===== config.mk =====
export PLATFORM = sky130hd
export DESIGN_NAME = csa_arith
export DESIGN_NICKNAME = d
export VERILOG_FILES = /design/src/csa_pkg.sv /design/src/csa_arith.sv
export SDC_FILE = /design/constraint.sdc
export NUM_CORES = 2
export LEC_CHECK = 0
export ABC_AREA = 0
export BUFFER_PORTS_ARGS = -buffer_cell sky130_fd_sc_hd__buf_4
export CAP_MARGIN = 20
export CORE_ASPECT_RATIO = 1.1
export CORE_MARGIN = 8
export CORE_UTILIZATION = 45
export DETAILED_ROUTE_END_ITERATION = 7
export PLACE_DENSITY = 0.65
export SYNTH_ARGS = -nofsm -noshare
export SYNTH_HDL_FRONTEND = slang
export SYNTH_SLANG_ARGS = --single-unit

===== constraint.sdc =====
create_clock -name clk -period 8.2 [get_ports clk]
set_clock_uncertainty 0.15 [all_clocks]
set_input_delay 0.41 -clock clk [delete_from_list [all_inputs] [get_ports clk]]
set_output_delay 0.41 -clock clk [all_outputs]
set_load 0.05 [all_outputs]

===== src/csa_pkg.sv =====
// Shared types and constants for the composite section accumulator.
`timescale 1ns / 1ps

package csa_pkg;

	localparam int AREA_W    = 48;
	localparam int CENT_W    = 32;
	localparam int MOM_W     = 64;
	localparam int WIDE_W    = 128;
	localparam int NUM_W     = 81;
	localparam int MUL_W     = 64;
	localparam int MUL_CHUNK = 16;
	localparam int DATA_W    = AREA_W + 3 * CENT_W + 3 * MOM_W;
	localparam int CENT_OFS  = AREA_W;
	localparam int MOM_OFS   = AREA_W + 3 * CENT_W;

	localparam logic [1:0] CMD_ADD   = 2'd0;
	localparam logic [1:0] CMD_SUB   = 2'd1;
	localparam logic [1:0] CMD_CLEAR = 2'd2;

	localparam logic [1:0] STAT_OK   = 2'd0;
	localparam logic [1:0] STAT_NPOS = 2'd1;
	localparam logic [1:0] STAT_OVF  = 2'd2;

	typedef enum logic {
		OP_MUL,
		OP_DIV
	} op_t;

	typedef enum logic [2:0] {
		ST_IDLE,
		ST_WACC,
		ST_WIN,
		ST_DIV,
		ST_TM,
		ST_TP,
		ST_FIN
	} state_t;

	typedef struct packed {
		logic              start;
		op_t               op;
		logic [MUL_W-1:0]  mul_a;
		logic [MUL_W-1:0]  mul_b;
		logic [NUM_W-1:0]  num;
		logic [AREA_W-1:0] den;
	} arith_req_t;

	typedef struct packed {
		logic              done;
		logic [WIDE_W-1:0] res;
	} arith_rsp_t;

endpackage


===== src/csa_arith.sv =====
// Shared multi-cycle unit: 64x64 multiply in 16-bit chunks, restoring divide one bit a cycle.
`timescale 1ns / 1ps

module csa_arith import csa_pkg::*; (
	input  logic       clk,
	input  logic       arst_n,
	input  arith_req_t req,
	output arith_rsp_t rsp
);

	localparam int CNT_W     = $clog2(NUM_W);
	localparam int MUL_STEPS = MUL_W / MUL_CHUNK;

	logic              busy_q;
	logic              done_q;
	op_t               op_q;
	logic [CNT_W-1:0]  cnt_q;
	logic [WIDE_W-1:0] prod_q;
	logic [MUL_W-1:0]  ma_q;
	logic [MUL_W-1:0]  mb_q;
	logic [NUM_W-1:0]  num_q;
	logic [NUM_W-1:0]  quo_q;
	logic [AREA_W-1:0] den_q;
	logic [AREA_W-1:0] rem_q;

	logic [MUL_W+MUL_CHUNK-1:0] pp;
	logic [AREA_W:0]            trial;
	logic                       ge;

	always_comb begin
		pp    = ma_q * mb_q[MUL_W-1 -: MUL_CHUNK];
		trial = {rem_q, num_q[NUM_W-1]};
		ge    = (trial >= {1'b0, den_q});
	end

	always_ff @(posedge clk or negedge arst_n) begin
		if (!arst_n) begin
			busy_q <= 1'b0;
			done_q <= 1'b0;
			op_q   <= OP_MUL;
			cnt_q  <= '0;
		end else begin
			done_q <= 1'b0;
			if (req.start) begin
				busy_q <= 1'b1;
				op_q   <= req.op;
				cnt_q  <= (req.op == OP_MUL) ? CNT_W'(MUL_STEPS - 1) : CNT_W'(NUM_W - 1);
			end else if (busy_q) begin
				if (cnt_q == '0) begin
					busy_q <= 1'b0;
					done_q <= 1'b1;
				end else begin
					cnt_q <= cnt_q - 1'b1;
				end
			end
		end
	end

	// chunks of b taken from the top, so the running product shifts by a constant
	always_ff @(posedge clk) begin
		if (req.start) begin
			ma_q   <= req.mul_a;
			mb_q   <= req.mul_b;
			prod_q <= '0;
			num_q  <= req.num;
			den_q  <= req.den;
			rem_q  <= '0;
			quo_q  <= '0;
		end else if (busy_q) begin
			if (op_q == OP_MUL) begin
				prod_q <= {prod_q[WIDE_W-MUL_CHUNK-1:0], {MUL_CHUNK{1'b0}}} + WIDE_W'(pp);
				mb_q   <= mb_q << MUL_CHUNK;
			end else begin
				rem_q <= ge ? AREA_W'(trial - {1'b0, den_q}) : trial[AREA_W-1:0];
				quo_q <= {quo_q[NUM_W-2:0], ge};
				num_q <= num_q << 1;
			end
		end
	end

	assign rsp.done = done_q;
	assign rsp.res  = (op_q == OP_MUL) ? prod_q : WIDE_W'(quo_q);

endmodule


==> impl_metrics.py <==
metrics = {
    "sta": {
        "rsz0062_at_grt": "false",
        "setup_violations": 0,
        "tns_ns": 0,
        "tightest_slew_ns": 1.06,
        "min_period_over_period_pct": 94.4,
        "slew_headroom_pct": 29.1,
        "drv_slew": 0,
        "final_hold_viol_count": 0,
        "post-route-min-period_ns": 7.74,
        "fmax_ghz": 0.129,
    },
    "synthesis": {
        "synthFlopType": "edfxtp_1",
        "syn_area_per_cell_um2": 9.03,
        "synth_common_cells": "inv_1 (1207), nand2_1 (1168), fa_1 (931), and2_1 (391), a21oi_1 (349)",
        "synth.area.top_cells": "fa_1 (32%), edfxtp_1 (13%), dfxtp_1 (8.8%)",
        "ys_seq_area_share_pct": 22.4,
        "synth_most_common_cell": "inv_1",
        "synthDistinctLibCells": 90,
        "synth-edff-count": 257,
        "synth.net_count": 7896,
        "yosys.area.top_type": "fa_1",
        "syn_inst": 6486,
        "synthArstFlopShare_pct": 1.91,
        "synthesis.area_um2": 58600,
        "synth_top_area_share_pct": 31.8,
        "ys_seq_elements": 524,
        "yosysWarnings": 0,
    },
    "layout": {
        "register_area_um2": 13100,
        "fillers": 11800,
        "drive_gt1_share_pct": 10.8,
        "multi_input_area_um2": 39500,
        "nets": 8297,
        "areaGrowthSynthToFinish_pct": 15.7,
    },
    "placement": {
        "dp_hpwl_um": 136000,
        "gp_congestion": 0.954,
        "port_buffers": 389,
    },
    "clocking": {
        "clk_pin_slew_ns": 0.07,
        "cts_tree": "yes",
        "root_buffer": "clkbuf_16",
        "cts_sinks": 524,
        "clk_path_buf_depth": 3,
        "worstSkewPairLatency_ns": 0.69,
        "h-tree-depth": 3,
        "numCtsBuffers": 68,
        "post_cts_buffers": 0,
    },
    "worst_setup_path": {
        "r2r_setup_slack_ns": 0.46,
        "crit_path_start_kind": "flip-flop",
        "cp_max_fo": 48,
        "end_kind": "flip-flop",
        "required_ns": 8.58,
        "cp_num_buf_inv": 4,
        "worst-endpoint-arrival_ns": 8.12,
        "cp_top_family": "adder cells",
        "critical_path.cell_chain": "buf_12 > nand2_1 > fa_1 > fa_1 > fa_1 > inv_1 > fa_1 > fa_1 > inv_1 > fa_1 > inv_1 > ha_1 > and3_1 > and2_1 > a221o_1 > a21o_1 > a2111oi_4 > nor3_2 > o21ai_4 > and4b_1 > xnor2_1 > a21oi_1",
        "critPathKind": "reg2reg",
        "crit_path_max_incr_delay_ns": 0.61,
        "crit_path_frequent_cell": "fa_1",
        "critPathSlowestCell": "edfxtp_1",
    },
    "grt": {
        "met2_usage_pct": 41.6,
        "overflow": 0,
        "track_usage_pct": 25.0,
        "grt.busiest_layer": "met2",
        "grt_pass1_wl_um": 283000,
        "antenna_found_initial": 5,
        "grt_max_degree": 93,
        "use_met3_pct": 5.45,
        "use_met1_pct": 31.5,
        "grt_pass1_vias": 49500,
    },
    "hold_path": {
        "hold_class": "reg2reg",
    },
    "floorplan": {
        "die_x_um": 360,
        "placementRows": 139,
        "num_io_pins": 390,
        "dieHeight_um": 394,
        "die_area_um2": 142000,
        "start_util_pct": 45.1,
        "coreArea_um2": 130000,
    },
    "job": {
        "max-cap-violations": 0,
    },
    "detailed_routing": {
        "first_iter_violations": 3424,
        "ant_nets": 0,
        "totalWireLength_um": 178000,
        "viasPerCell": 5.36,
        "vias": 46300,
        "wl_per_cell_um": 20.6,
        "drt_pre_antenna_iters": 6,
        "drc": 0,
    },
    "status": {
        "status": "finished clean",
    },
}
state kept, by name (all words and copies together) (netlist names):
name / flops
done_q: 1
den_q: 48
quo_q: 81
prod_q: 128
cnt_q: 7
num_q: 81
mb_q: 64
busy_q: 1
ma_q: 64
op_q: 1
rem_q: 48
placed cells by master, fill, tap and decap left out, drive strengths merged, types with 10 or more instances in the layout:
cell,synthesis,final
nand4,60,60
and4,14,14
nand2b,11,11
nand2,1168,1168
nand3,60,60
buf,40,442
inv,1208,1215
mux2,155,155
o21bai,21,21
o22ai,13,13
and2,392,392
nor2b,57,57
xnor2,103,103
edfxtp,257,257
or3,12,12
ha,218,218
nor3,42,42
o21a,17,17
dfxtp,257,257
clkinv,0,15
dlygate4sd3,0,261
fa,931,931
o211ai,21,21
dfrtp,10,10
nor4,20,20
nor2,134,134
a21boi,12,12
a211oi,40,40
clkbuf,332,96
a21oi,351,351
a21o,68,68
xor2,44,44
and3,32,32
mux2i,37,37
o21ai,227,227
a31oi,22,22
logic make-up (layout without fill, tap and decap cells):
group	count (synthesis)	count (layout)	synth area share [%]
AOI/OAI and AO/OA	865	865	8.96
xor gates and xnor gates	147	147	2.20
other	0	5	0
muxes	192	192	3.61
and+or+nand+nor	2029	2029	16.1
adders and majority gates	1149	1149	36.5
DFF	524	524	22.4
buffers and inverters	1580	2036	10.2
through the flow:
stage                     instances  hold slack (ns)  worst slack (ns)  instance area (µm²)  util (%)
after floorplan                6486          -0.0356              1.43                58600         -
after global placement         8248            0.105             0.601                62800      48.3
after detailed placement       8248            0.108             0.568                62800      48.3
after CTS                      8634            0.246             0.523                67700      52.1
after global routing           8638            0.284            0.0879                67700      52.1
final                          8639            0.298             0.463                67700      52.1
metal layers:
layer / vias up / wire, µm
li1: 21000 / -
met1: 23300 / 71700
met2: 1633 / 84700
met3: 374 / 13300
met4: 2 / 8300
met5: - / 13
worst paths after layout:
| path | from | end | cells after the start |
|---|---|---|---|
| max in group asynchronous | arst_n | op_q | 3 |
| max reg2reg | mb_q[49] | prod_q[121] | 22 |
| max | mb_q[49] | prod_q[121] | 22 |
| min reg2reg | prod_q[26] | prod_q[26] | 2 |
| min | prod_q[26] | prod_q[26] | 2 |
| min in group asynchronous | arst_n | cnt_q[4] | 3 |
tightest hold or removal path: stages, from the launching register on:
cell and delay (ns):
dfxtp_1 0.30, nand2_1 0.05, a21oi_1 0.05
what timing repair did:
| item | 4_1_cts | 5_1_grt |
|---|---|---|
| gates resized for setup | 0 | 0 |
| hold buffers | 261 | 0 |
| hold endpoints to repair | 289 | 0 |
final cells by class:
class	instances	area share [%]
Tap cell	1692	3.13
Inverter	1208	6.70
Timing Repair Buffer	703	9.05
Clock buffer	96	2.87
Sequential cell	524	19.4
Clock inverter	29	0.525
Antenna cell	5	0.0185
Multi-Input combinational cell	4382	58.3
Power is not shown: default switching activity piles up to over one toggle a cycle in this logic, so the estimate is an artifact.
